$ cat src/hdl/rtp_pkg.sv
// ----------------------------------------------------------------------------
// rtp_pkg
// Shared constants for the row tensor product block: register indexes,
// register widths, reset values, data format widths and parameter defaults.
// ----------------------------------------------------------------------------
package rtp_pkg;

    // parameter defaults
    localparam int DEF_MAX_MATRICES = 3;
    localparam int DEF_MAX_COLS     = 4;

    // data format
    localparam int DATA_W = 32;
    localparam int FRAC_W = 16;
    localparam int PROD_W = 2 * DATA_W;

    // configuration register map
    localparam int CFG_IDX_W  = 2;
    localparam int CFG_DATA_W = 3;
    localparam int MCOUNT_W   = 2;
    localparam int COLS_W     = 3;
    localparam int NUM_COL_REGS = 3;

    localparam logic [CFG_IDX_W-1:0] CFG_MATRIX_COUNT = 2'd0;
    localparam logic [CFG_IDX_W-1:0] CFG_COLS_FIRST   = 2'd1;
    localparam logic [CFG_IDX_W-1:0] CFG_COLS_SECOND  = 2'd2;
    localparam logic [CFG_IDX_W-1:0] CFG_COLS_THIRD   = 2'd3;

    localparam logic [MCOUNT_W-1:0] MCOUNT_RESET = 2'd1;
    localparam logic [COLS_W-1:0]   COLS_RESET   = 3'd1;

endpackage

$ cat src/hdl/rtp_store.sv
// ----------------------------------------------------------------------------
// rtp_store
// Row store: one write port and one read port with registered read data.
// ----------------------------------------------------------------------------
module rtp_store #(
    parameter int DEPTH = rtp_pkg::DEF_MAX_MATRICES * rtp_pkg::DEF_MAX_COLS,
    parameter int AW    = (DEPTH > 1) ? $clog2(DEPTH) : 1
) (
    input  logic                        clk,
    input  logic                        wr_en,
    input  logic [AW-1:0]               wr_addr,
    input  logic [rtp_pkg::DATA_W-1:0]  wr_data,
    input  logic                        rd_en,
    input  logic [AW-1:0]               rd_addr,
    output logic [rtp_pkg::DATA_W-1:0]  rd_data
);

    logic [rtp_pkg::DATA_W-1:0] mem [DEPTH];
    logic [rtp_pkg::DATA_W-1:0] rd_data_reg;

    // write port
    always_ff @(posedge clk)
    begin
        if (wr_en)
        begin
            mem[wr_addr] <= wr_data;
        end
    end

    // registered read port
    always_ff @(posedge clk)
    begin
        if (rd_en)
        begin
            rd_data_reg <= mem[rd_addr];
        end
    end

    assign rd_data = rd_data_reg;

endmodule

$ cat src/hdl/rtp_mul.sv
// ----------------------------------------------------------------------------
// rtp_mul
// Shared Q16.16 multiply unit: registered full product, then an arithmetic
// shift by the fraction width and saturation to the data width.
// ----------------------------------------------------------------------------
module rtp_mul (
    input  logic                               clk,
    input  logic                               load,
    input  logic signed [rtp_pkg::DATA_W-1:0]  a,
    input  logic signed [rtp_pkg::DATA_W-1:0]  b,
    output logic signed [rtp_pkg::DATA_W-1:0]  q,
    output logic                               sat
);

    localparam int SH_W = rtp_pkg::PROD_W - rtp_pkg::FRAC_W;

    logic signed [rtp_pkg::PROD_W-1:0] prod_reg;
    logic signed [SH_W-1:0]            shifted;
    logic                              fits;

    // full product register
    always_ff @(posedge clk)
    begin
        if (load)
        begin
            prod_reg <= a * b;
        end
    end

    // floor shift, then clamp to the signed range
    always_comb
    begin
        shifted = prod_reg[rtp_pkg::PROD_W-1:rtp_pkg::FRAC_W];
        fits = (shifted[SH_W-1:rtp_pkg::DATA_W-1] == '0) ||
               (shifted[SH_W-1:rtp_pkg::DATA_W-1] == '1);
        sat = !fits;
        if (fits)
        begin
            q = shifted[rtp_pkg::DATA_W-1:0];
        end
        else if (shifted[SH_W-1])
        begin
            q = {1'b1, {(rtp_pkg::DATA_W-1){1'b0}}};
        end
        else
        begin
            q = {1'b0, {(rtp_pkg::DATA_W-1){1'b1}}};
        end
    end

endmodule

$ cat src/hdl/row_tensor_product.sv
// ----------------------------------------------------------------------------
// row_tensor_product
// Row-wise tensor product of up to three matrices in signed Q16.16.
// ----------------------------------------------------------------------------
// Elements of one row are taken one per cycle while in_stall is low (all
// columns of matrix 0, then matrix 1, then matrix 2) and held in the row
// store. The element that completes the row starts the product pass, during
// which in_stall is high. Products leave in Kronecker order, last matrix's
// column fastest, each one built from the last factor toward the first with
// one shared multiplier: one store read and capture per factor, one
// saturation step per multiply and one output transfer step, during which
// out_stall can hold it. A row of m matrices with c0..c2 columns takes
// c0+..+c(m-1) elements and gives c0*..*c(m-1) products, paced by the single
// store read port and the multiplier. Configuration must be written only
// while the block is idle; the block itself does not enforce this.
// ----------------------------------------------------------------------------
module row_tensor_product #(
    parameter int MAX_MATRICES = rtp_pkg::DEF_MAX_MATRICES,
    parameter int MAX_COLS     = rtp_pkg::DEF_MAX_COLS
) (
    input  logic                                clk,
    input  logic                                rst_n,
    // configuration
    input  logic                                cfg_write,
    input  logic [rtp_pkg::CFG_IDX_W-1:0]       cfg_index,
    input  logic [rtp_pkg::CFG_DATA_W-1:0]      cfg_data,
    // input channel
    input  logic                                in_valid,
    output logic                                in_stall,
    input  logic signed [rtp_pkg::DATA_W-1:0]   value,
    input  logic                                final_row,
    // output channel
    output logic                                out_valid,
    input  logic                                out_stall,
    output logic signed [rtp_pkg::DATA_W-1:0]   product,
    output logic                                row_done,
    output logic                                matrix_done,
    output logic                                saturated
);

    localparam int STORE_DEPTH = MAX_MATRICES * MAX_COLS;
    localparam int AW = (STORE_DEPTH > 1) ? $clog2(STORE_DEPTH) : 1;
    localparam int TW = $clog2(STORE_DEPTH + 1);
    localparam int MW = $clog2(MAX_MATRICES + 1);
    localparam int JW = (MAX_MATRICES > 1) ? $clog2(MAX_MATRICES) : 1;
    localparam int CW = $clog2(MAX_COLS + 1);
    localparam int DW = (MAX_COLS > 1) ? $clog2(MAX_COLS) : 1;

    // sequencer states
    localparam logic [2:0] S_IDLE = 3'd0;
    localparam logic [2:0] S_READ = 3'd1;
    localparam logic [2:0] S_CAPT = 3'd2;
    localparam logic [2:0] S_SAT  = 3'd3;
    localparam logic [2:0] S_WAIT = 3'd4;

    // configuration registers
    logic [rtp_pkg::MCOUNT_W-1:0] mcount_reg;
    logic [rtp_pkg::COLS_W-1:0]   cols_cfg_reg [rtp_pkg::NUM_COL_REGS];

    // effective geometry
    logic [MW-1:0] m_eff;
    logic [CW-1:0] cols_eff [MAX_MATRICES];
    logic [TW-1:0] base_eff [MAX_MATRICES];
    logic [TW-1:0] total_eff;

    // sequencer state
    logic [2:0]    state_reg, state_next;
    logic [TW-1:0] count_reg, count_next;
    logic [JW-1:0] j_reg, j_next;
    logic [DW-1:0] digit_reg [MAX_MATRICES];
    logic [DW-1:0] digit_next [MAX_MATRICES];
    logic          last_row_reg, last_row_next;
    logic          out_valid_reg, out_valid_next;

    // payload state
    logic signed [rtp_pkg::DATA_W-1:0] acc_reg, acc_next;
    logic                              sat_reg, sat_next;
    logic signed [rtp_pkg::DATA_W-1:0] product_reg, product_next;
    logic                              row_done_reg, row_done_next;
    logic                              matrix_done_reg, matrix_done_next;
    logic                              saturated_reg, saturated_next;

    // datapath links
    logic                              in_xfer;
    logic                              st_wr_en;
    logic                              st_rd_en;
    logic [AW-1:0]                     st_rd_addr;
    logic [TW-1:0]                     rd_sum;
    logic [rtp_pkg::DATA_W-1:0]        st_rd_data;
    logic                              mul_load;
    logic signed [rtp_pkg::DATA_W-1:0] mul_q;
    logic                              mul_sat;
    logic [DW-1:0]                     digit_adv [MAX_MATRICES];
    logic                              last_prod;
    logic                              emit;
    logic signed [rtp_pkg::DATA_W-1:0] emit_val;
    logic                              emit_sat;
    logic [TW-1:0]                     count_inc;

    // configuration writes
    always_ff @(posedge clk or negedge rst_n)
    begin
        if (!rst_n)
        begin
            mcount_reg <= rtp_pkg::MCOUNT_RESET;
            for (int i = 0; i < rtp_pkg::NUM_COL_REGS; i++)
            begin
                cols_cfg_reg[i] <= rtp_pkg::COLS_RESET;
            end
        end
        else if (cfg_write)
        begin
            unique case (cfg_index)
                rtp_pkg::CFG_MATRIX_COUNT:
                    mcount_reg <= cfg_data[rtp_pkg::MCOUNT_W-1:0];
                rtp_pkg::CFG_COLS_FIRST:  cols_cfg_reg[0] <= cfg_data;
                rtp_pkg::CFG_COLS_SECOND: cols_cfg_reg[1] <= cfg_data;
                rtp_pkg::CFG_COLS_THIRD:  cols_cfg_reg[2] <= cfg_data;
                default: ;
            endcase
        end
    end

    // clamp registers to the supported range and lay out the store
    always_comb
    begin
        logic [TW-1:0] run;
        run = '0;
        if (mcount_reg == '0)
        begin
            m_eff = MW'(1);
        end
        else if (int'(mcount_reg) > MAX_MATRICES)
        begin
            m_eff = MW'(MAX_MATRICES);
        end
        else
        begin
            m_eff = MW'(mcount_reg);
        end
        for (int j = 0; j < MAX_MATRICES; j++)
        begin
            if (cols_cfg_reg[j] == '0)
            begin
                cols_eff[j] = CW'(1);
            end
            else if (int'(cols_cfg_reg[j]) > MAX_COLS)
            begin
                cols_eff[j] = CW'(MAX_COLS);
            end
            else
            begin
                cols_eff[j] = CW'(cols_cfg_reg[j]);
            end
            base_eff[j] = run;
            if (j < int'(m_eff))
            begin
                run = run + TW'(cols_eff[j]);
            end
        end
        total_eff = run;
    end

    // kronecker counter step, last matrix fastest
    always_comb
    begin
        logic carry;
        carry = 1'b1;
        for (int j = MAX_MATRICES - 1; j >= 0; j--)
        begin
            digit_adv[j] = digit_reg[j];
            if (j < int'(m_eff) && carry)
            begin
                if ((CW'(digit_reg[j]) + CW'(1)) < cols_eff[j])
                begin
                    digit_adv[j] = digit_reg[j] + DW'(1);
                    carry = 1'b0;
                end
                else
                begin
                    digit_adv[j] = '0;
                end
            end
        end
        last_prod = carry;
    end

    assign in_stall = (state_reg != S_IDLE);
    assign in_xfer  = in_valid && !in_stall;
    assign st_wr_en = in_xfer && (count_reg < TW'(STORE_DEPTH));
    assign rd_sum     = base_eff[j_reg] + TW'(digit_reg[j_reg]);
    assign st_rd_addr = rd_sum[AW-1:0];
    assign st_rd_en   = (state_reg == S_READ);
    assign count_inc  = count_reg + TW'(1);

    // sequencer
    always_comb
    begin
        state_next       = state_reg;
        count_next       = count_reg;
        j_next           = j_reg;
        digit_next       = digit_reg;
        last_row_next    = last_row_reg;
        out_valid_next   = out_valid_reg;
        acc_next         = acc_reg;
        sat_next         = sat_reg;
        product_next     = product_reg;
        row_done_next    = row_done_reg;
        matrix_done_next = matrix_done_reg;
        saturated_next   = saturated_reg;
        mul_load         = 1'b0;
        emit             = 1'b0;
        emit_val         = acc_reg;
        emit_sat         = sat_reg;

        unique case (state_reg)
            S_IDLE:
            begin
                if (in_xfer)
                begin
                    if (count_inc >= total_eff)
                    begin
                        count_next    = '0;
                        last_row_next = final_row;
                        j_next        = JW'(m_eff - MW'(1));
                        for (int j = 0; j < MAX_MATRICES; j++)
                        begin
                            digit_next[j] = '0;
                        end
                        state_next = S_READ;
                    end
                    else
                    begin
                        count_next = count_inc;
                    end
                end
            end
            S_READ:
            begin
                state_next = S_CAPT;
            end
            S_CAPT:
            begin
                if (j_reg == JW'(m_eff - MW'(1)))
                begin
                    // innermost factor starts the product
                    acc_next = st_rd_data;
                    sat_next = 1'b0;
                    if (j_reg == '0)
                    begin
                        emit     = 1'b1;
                        emit_val = st_rd_data;
                        emit_sat = 1'b0;
                    end
                    else
                    begin
                        j_next     = j_reg - JW'(1);
                        state_next = S_READ;
                    end
                end
                else
                begin
                    mul_load   = 1'b1;
                    state_next = S_SAT;
                end
            end
            S_SAT:
            begin
                acc_next = mul_q;
                sat_next = sat_reg || mul_sat;
                if (j_reg == '0)
                begin
                    emit     = 1'b1;
                    emit_val = mul_q;
                    emit_sat = sat_reg || mul_sat;
                end
                else
                begin
                    j_next     = j_reg - JW'(1);
                    state_next = S_READ;
                end
            end
            S_WAIT:
            begin
                if (!out_stall)
                begin
                    out_valid_next = 1'b0;
                    digit_next     = digit_adv;
                    j_next         = JW'(m_eff - MW'(1));
                    state_next     = last_prod ? S_IDLE : S_READ;
                end
            end
            default:
            begin
                state_next = S_IDLE;
            end
        endcase

        // load the output register with a finished product
        if (emit)
        begin
            product_next     = emit_val;
            saturated_next   = emit_sat;
            row_done_next    = last_prod;
            matrix_done_next = last_prod && last_row_reg;
            out_valid_next   = 1'b1;
            state_next       = S_WAIT;
        end
    end

    // control registers
    always_ff @(posedge clk or negedge rst_n)
    begin
        if (!rst_n)
        begin
            state_reg     <= S_IDLE;
            count_reg     <= '0;
            j_reg         <= '0;
            last_row_reg  <= 1'b0;
            out_valid_reg <= 1'b0;
            for (int j = 0; j < MAX_MATRICES; j++)
            begin
                digit_reg[j] <= '0;
            end
        end
        else
        begin
            state_reg     <= state_next;
            count_reg     <= count_next;
            j_reg         <= j_next;
            last_row_reg  <= last_row_next;
            out_valid_reg <= out_valid_next;
            digit_reg     <= digit_next;
        end
    end

    // payload registers
    always_ff @(posedge clk)
    begin
        acc_reg         <= acc_next;
        sat_reg         <= sat_next;
        product_reg     <= product_next;
        row_done_reg    <= row_done_next;
        matrix_done_reg <= matrix_done_next;
        saturated_reg   <= saturated_next;
    end

    // row store
    rtp_store #(
        .DEPTH (STORE_DEPTH),
        .AW    (AW)
    ) u_store (
        .clk     (clk),
        .wr_en   (st_wr_en),
        .wr_addr (count_reg[AW-1:0]),
        .wr_data (value),
        .rd_en   (st_rd_en),
        .rd_addr (st_rd_addr),
        .rd_data (st_rd_data)
    );

    // shared multiply unit
    rtp_mul u_mul (
        .clk  (clk),
        .load (mul_load),
        .a    (st_rd_data),
        .b    (acc_reg),
        .q    (mul_q),
        .sat  (mul_sat)
    );

    assign out_valid   = out_valid_reg;
    assign product     = product_reg;
    assign row_done    = row_done_reg;
    assign matrix_done = matrix_done_reg;
    assign saturated   = saturated_reg;

endmodule

$ cat config.mk
export PLATFORM = sky130hd
export DESIGN_NAME = row_tensor_product
export DESIGN_NICKNAME = d
export VERILOG_FILES = /design/src/hdl/rtp_pkg.sv /design/src/hdl/rtp_store.sv /design/src/hdl/rtp_mul.sv /design/src/hdl/row_tensor_product.sv
export SDC_FILE = /design/constraint.sdc
export NUM_CORES = 2
export LEC_CHECK = 0
export BUFFER_PORTS_ARGS = -buffer_cell sky130_fd_sc_hd__clkbuf_2
export CAP_MARGIN = 20
export CORE_AREA = 4 4 246 489
export DETAILED_ROUTE_END_ITERATION = 16
export DIE_AREA = 0 0 250 493
export GPL_TIMING_DRIVEN = 1
export PLACE_DENSITY = 0.64
export SKIP_CTS_REPAIR_TIMING = 1
export SLEW_MARGIN = 30
export SYNTH_ARGS = -nofsm -noshare
export SYNTH_HDL_FRONTEND = slang
export SYNTH_SLANG_ARGS = --single-unit
$ cat constraint.sdc
create_clock -name clk -period 11.92 [get_ports clk]
set_input_delay 3.576 -clock clk [delete_from_list [all_inputs] [get_ports clk]]
set_output_delay 3.576 -clock clk [all_outputs]
set_load 0.1 [all_outputs]
---- After elaboration in Yosys (flattened, before gate mapping) ----
Memory sizes are Yosys's and may differ from the RTL's. A register that Yosys moved wholly into a read port is not among the register bits.
Index checks and enable logic that the tools add are counted.
word-level totals
  logic and storage cells ................. 172
  register bits after elaboration ......... 160
  output and inout bits ................... 37
  input bits .............................. 43
  bits in writable memories ............... 384
  memories ................................ 1
cells by class
  multiplexer cells ....................... 71
  eq/ne operators ......................... 20
  add/subtract/negate cells ............... 12
  multiply operators ...................... 1
  bitwise logic cells ..................... 1
  reduce and logical (&&, ||, !) cells .... 35
  magnitude comparators ................... 12
memories
  name         words  width  read ports  clocked after Yosys merged registers in  wr ports  line             source
  u_store.mem  12     32     1           1                                        1         rtp_store.sv:18  logic [rtp_pkg::DATA_W-1:0] mem [DEPTH];
operator list
  kind                                         count
  two-way mux 32 bit                           6
  case mux 32 bit (2 select lines)             2
  multiplier 32 x 32 -> 64 bit                 1
  two-way mux 3 bit                            13
  two-way mux 2 bit                            14
  two-way mux 1 bit                            20
  two-way mux 4 bit                            5
  AND reduction 5 bit                          4
  two-way mux 6 bit                            3
  equality test 17 bit, second input constant  1
  zero test 17 bit                             1
  case mux 3 bit (5 select lines)              1
  != test 2 bit, second input constant         7
  AND reduction 2 bit                          7
  zero test 3 bit                              4
  case mux 6 bit (2 select lines)              1
  adder 2 x 1 -> 3 bit, second input constant  3
  > comparator 3 bit, second input constant    3
  < comparator 3 bit                           3
  != test 3 bit, second input constant         3
  adder 4 x 3 -> 4 bit                         2
  binary-select mux 4 bit (select 2 bit)       1
  case mux 2 bit (4 select lines)              1
  adder 2 x 1 -> 2 bit, second input constant  3
  26 further kinds                             43

---- Logic depth before layout (Yosys ltp) ----
  depth after elaboration ................. 14
  mapped depth ............................ 28
  depth with buffers taken out ............ 26

---- Hierarchy ----
From an unflattened synthesis, not the netlist that was laid out.
unflattened totals
  cell total of the unflattened synthesis .. 5,001
  area total of the unflattened synthesis .. 58,512.4 um2
by module, submodules not included
  module              area each (um2)  times used  cells an instance
  rtp_mul             37,557.3         1           3,898
  rtp_store           15,493.6         1           664
  row_tensor_product  5,461.5          1           439

---- Worst setup path after synthesis ----
No wires, ideal clock.
  kind .................................... register -> register
  start ................................... reg u_store.rd_data_reg, in the netlist u_store.rd_data[31], read port of u_store.mem
  end ..................................... reg u_mul.prod_reg[62] (netlist bit), data pin
  data arrival time ....................... 7.706 ns
  setup time .............................. 0.257 ns
  period minus slack after synthesis ...... 7.964 ns
  path buffers ............................ 2
  cell stages (with the launch flop) ...... 29
  slack ................................... 3.956 ns
  cells stage by stage .................... edfxtp_1 -> clkbuf_1 -> nand2_1 -> inv_1 -> fa_1 -> inv_1 -> fa_1 -> inv_1 -> fa_1 -> fa_1 -> inv_1 -> fa_1 -> inv_1 -> fa_1 -> inv_1 -> fa_1 -> inv_1 -> fa_1 -> ha_1 -> clkbuf_1 -> a21o_1 -> a21o_1 -> a21oi_1 -> o21ai_0 -> a211o_1 -> a21oi_1 -> o211ai_1 -> and2_1 -> xor2_1
between the ends
  cells in the longest elaborated chain, start to end .. 1
RTL lines
  item                          line             source
  from (decl)                   rtp_store.sv:19  logic [rtp_pkg::DATA_W-1:0] rd_data_reg;
  multiplier 32 x 32 -> 64 bit  rtp_mul.sv:26    prod_reg <= a * b;
  to (signal assigned)          rtp_mul.sv:26
  to (decl)                     rtp_mul.sv:17    logic signed [rtp_pkg::PROD_W-1:0] prod_reg;
Every way passes these cells.
A chain may end at the register's enable or synchronous reset.

---- Worst setup path in the final report ----
  start ................................... reg u_store.rd_data_reg, in the netlist u_store.rd_data[31], read port of u_store.mem
  end ..................................... reg u_mul.prod_reg[63] (netlist bit), data pin
The elaborated chain is that of the path after synthesis.

==> impl_results.md <==
* Status: completed
* Xor/xnor share of the synthesized area at 0.0101
* Root Buffer Master: clkbuf_16
* Vias at 38,069
* Inserted Clock Buffers at 48
* CTS tree: done
* Final Hold Vio Count at 0
* Most frequent cell after synthesis: fa_1
* Largest net degree at the start of global routing at 95
* Worst setup SP type: flop
* Final Cycle Share at 0.754
* Slowest cell on crit path: fa_1
* Die area at 0.123 mm²
* Synth Instances at 5,060
* Critical Path RT at between 10 and 15 ns
* Cell taking the most area after synthesis: fa_1
* Post-route ant nets at 0
* CP max FO at 34
* Post-DP HPWL at about 130 mm
* FFs w/ async S/R, synth at 0.0500
* Worst-Margin Slew at 0.989 ns
* Worst Setup End Kind: flop
* Setup_tns at 0 ns
* DRT Pass-1 Iters at 5
* Number of global-route vias before repair at approximately 43,000
* Fill cells at 10,245
* Buffers on Ports at a little under 80
* Synth Area in Compound Gates at 0.0407
* Initial Utilization at 0.498
* Critical path buffer and inverter count at 8
* Relative slew slack at 0.341
* Post-Synth Simple-Gate Area at 0.112
* Largest family of logic cells by synthesized area: adder cells
* Top cells by area, synth: fa_1 37%, edfxtp_1 28%, inv_1 6.5%
* Grt ovf at 0
* Routed WL per cell at 26.6 µm
* Num Clock Sinks at 560
* Placeable Area at 0.116 mm²
* DRC viols at 0
* Clk pin slew, worst setup/hold paths at 0.07 ns
* Worst clock skew at 0.0809 ns
* Slowest stage delay, CP at 0.92 ns
* Seq/Total Area, Yosys at 0.288
* Io pins at 80
* Yosys reg bits at 560
* Cell repeated most along the worst path: fa_1
* Post-synth top cells: 1,084 x fa_1, 1,006 x inv_1, 646 x nand2_1
* Top_reg_cell synth: edfxtp_1
* Vias per cell at 5.78
* Share of layout cells above drive strength 1 at 0.0809
* Synth top area share at 0.375
* Total GRT Usage at 0.290
* H-Tree Level Count at 2
* Synthesized Nets at ~6,400
* Final WL at 175 mm
* Fmax achieved at roughly 110 MHz
* Global-route wire length before repair at about 260 mm
* Final net count at 6,349
* Synth cell types at 67
* Cell Area, Synth at slightly below 0.06 mm²
* Die Ht at a little under 500 µm
* Final Setup Violations at 0
* Post-synth EDFFs at 532
* Worst EP arrival at 9.29 ns
* R2r setup slk at 2.93 ns
* Die width at 250 µm
* Worst-skew pair later-pin latency at 0.63 ns
* Antenna violations before repair at 16
* Largest register FFs at 384
* Worst-case clock buffer depth at 3
* Synth warnings at 0
* Top delay family on crit path: adder cells
* GPL Wtd Cong at 0.982
* Max cap viols at 0
* Average size of a mapped cell at 11.4 µm²
* RSZ-0062 raised after global routing: false
* Area delta synth->final at 6.59%
* Slew Limit Fails at 0
* Cell Rows at 177
* Synth Area in Adders at 0.419
* Final min period at 8.99 ns
* Min-Delay Path Class: flop to flop
* 1st-iter DRT viols at approximately 2,500
* Mux cell area share after synthesis at 0.0474
* WS Path Type: flop to flop
metrics by stage:
step / std cells / hold slack (ns) / util / worst slack, ns / instance area, µm²
6_report: 6584 / 0.503 / 0.531 / 2.93 / 61800
5_1_grt: 6577 / 0.539 / 0.531 / 2.54 / 61700
4_1_cts: 6574 / 0.508 / 0.531 / 2.94 / 61700
3_5_place_dp: 6487 / 0.492 / 0.517 / 3.03 / 60100
3_3_place_gp: 6487 / 0.481 / 0.516 / 3.06 / 60100
2_1_floorplan: 5060 / 0.472 / - / 3.96 / 57900
path summary, 6_finish.rpt:
check,from,to,cells after the start
hold / removal,last_row_reg,last_row_reg,1
setup reg to reg,u_store.rd_data[31],u_mul.prod_reg[63],27
setup / recovery,u_store.rd_data[31],u_mul.prod_reg[63],27
max in group asynchronous,rst_n,state_reg[0],1
hold reg to reg,last_row_reg,last_row_reg,1
min in group asynchronous,rst_n,count_reg[0],1
worst register-to-register path: stages (launching register included):
cell      delay (ns)
edfxtp_1        0.33
buf_4           0.36
nand2_1         0.25
inv_1           0.13
fa_1            0.47
inv_1           0.19
fa_1            0.45
inv_1           0.21
fa_1            0.51
fa_1            0.92
inv_1           0.44
fa_1            0.60
inv_1           0.06
fa_1            0.53
inv_1           0.06
fa_1            0.48
inv_1           0.05
fa_1            0.46
ha_1            0.39
a21o_1          0.22
a21o_1          0.18
a21oi_1         0.26
o21ai_0         0.17
a211o_1         0.28
a21oi_1         0.23
o211ai_1        0.14
a31oi_1         0.22
xnor2_1         0.08
placed cells by master, fill, tap and decap left out, types with 8 or more instances in the layout:
master     instances
mux2i_1           38
nor3_1            16
nand4_1           18
a22oi_1           32
edfxtp_1         532
nand2_1          645
clkbuf_2          79
nand2b_1          15
a21oi_1           92
clkbuf_16         48
bufinv_16          8
clkinv_2           8
o21ai_0          162
mux2_2            18
o21bai_1           8
xor2_1            18
nand3_1           14
buf_4             98
inv_1           1005
dfrtp_1           24
ha_1             204
mux4_2            96
a21o_1            31
diode_2           10
nor2_1            67
and2_2             8
xnor2_1           47
fa_1            1083
clkbuf_1           8
and2_1           500
metal layers:
layer | wire, µm | vias to the layer above | global-route usage
met1 | 48800 | 19826 | 0.269
met4 | 21100 | 2 | 0.265
met2 | 95100 | 1713 | 0.537
met5 | 12 | - | 0
li1 | - | 15606 | -
met3 | 10400 | 922 | 0.0465
area by class of cell:
| type | instances | area, µm² | share of cell area |
|---|---|---|---|
| diodes | 10 | 25.0 | 0.000405 |
| clock buffers | 56 | 1230 | 0.0199 |
| flip-flops and latches | 560 | 16700 | 0.270 |
| inverters | 1006 | 3780 | 0.0612 |
| well taps | 1521 | 1900 | 0.0308 |
| repair buffers | 177 | 1130 | 0.0183 |
| multi-input cells | 3223 | 36600 | 0.592 |
| clock inverters | 31 | 429 | 0.00695 |
logic make-up after synthesis:
family	after synthesis
and+or+nand+nor	1325
adders and majority gates	1290
buffers and inverters	1277
DFF	560
AOI/OAI and AO/OA	389
muxes	152
xor gates and xnor gates	67
Power is left out: the tool's default activity adds up to more than one toggle a clock period on the data nets, which glitch-free logic cannot reach.
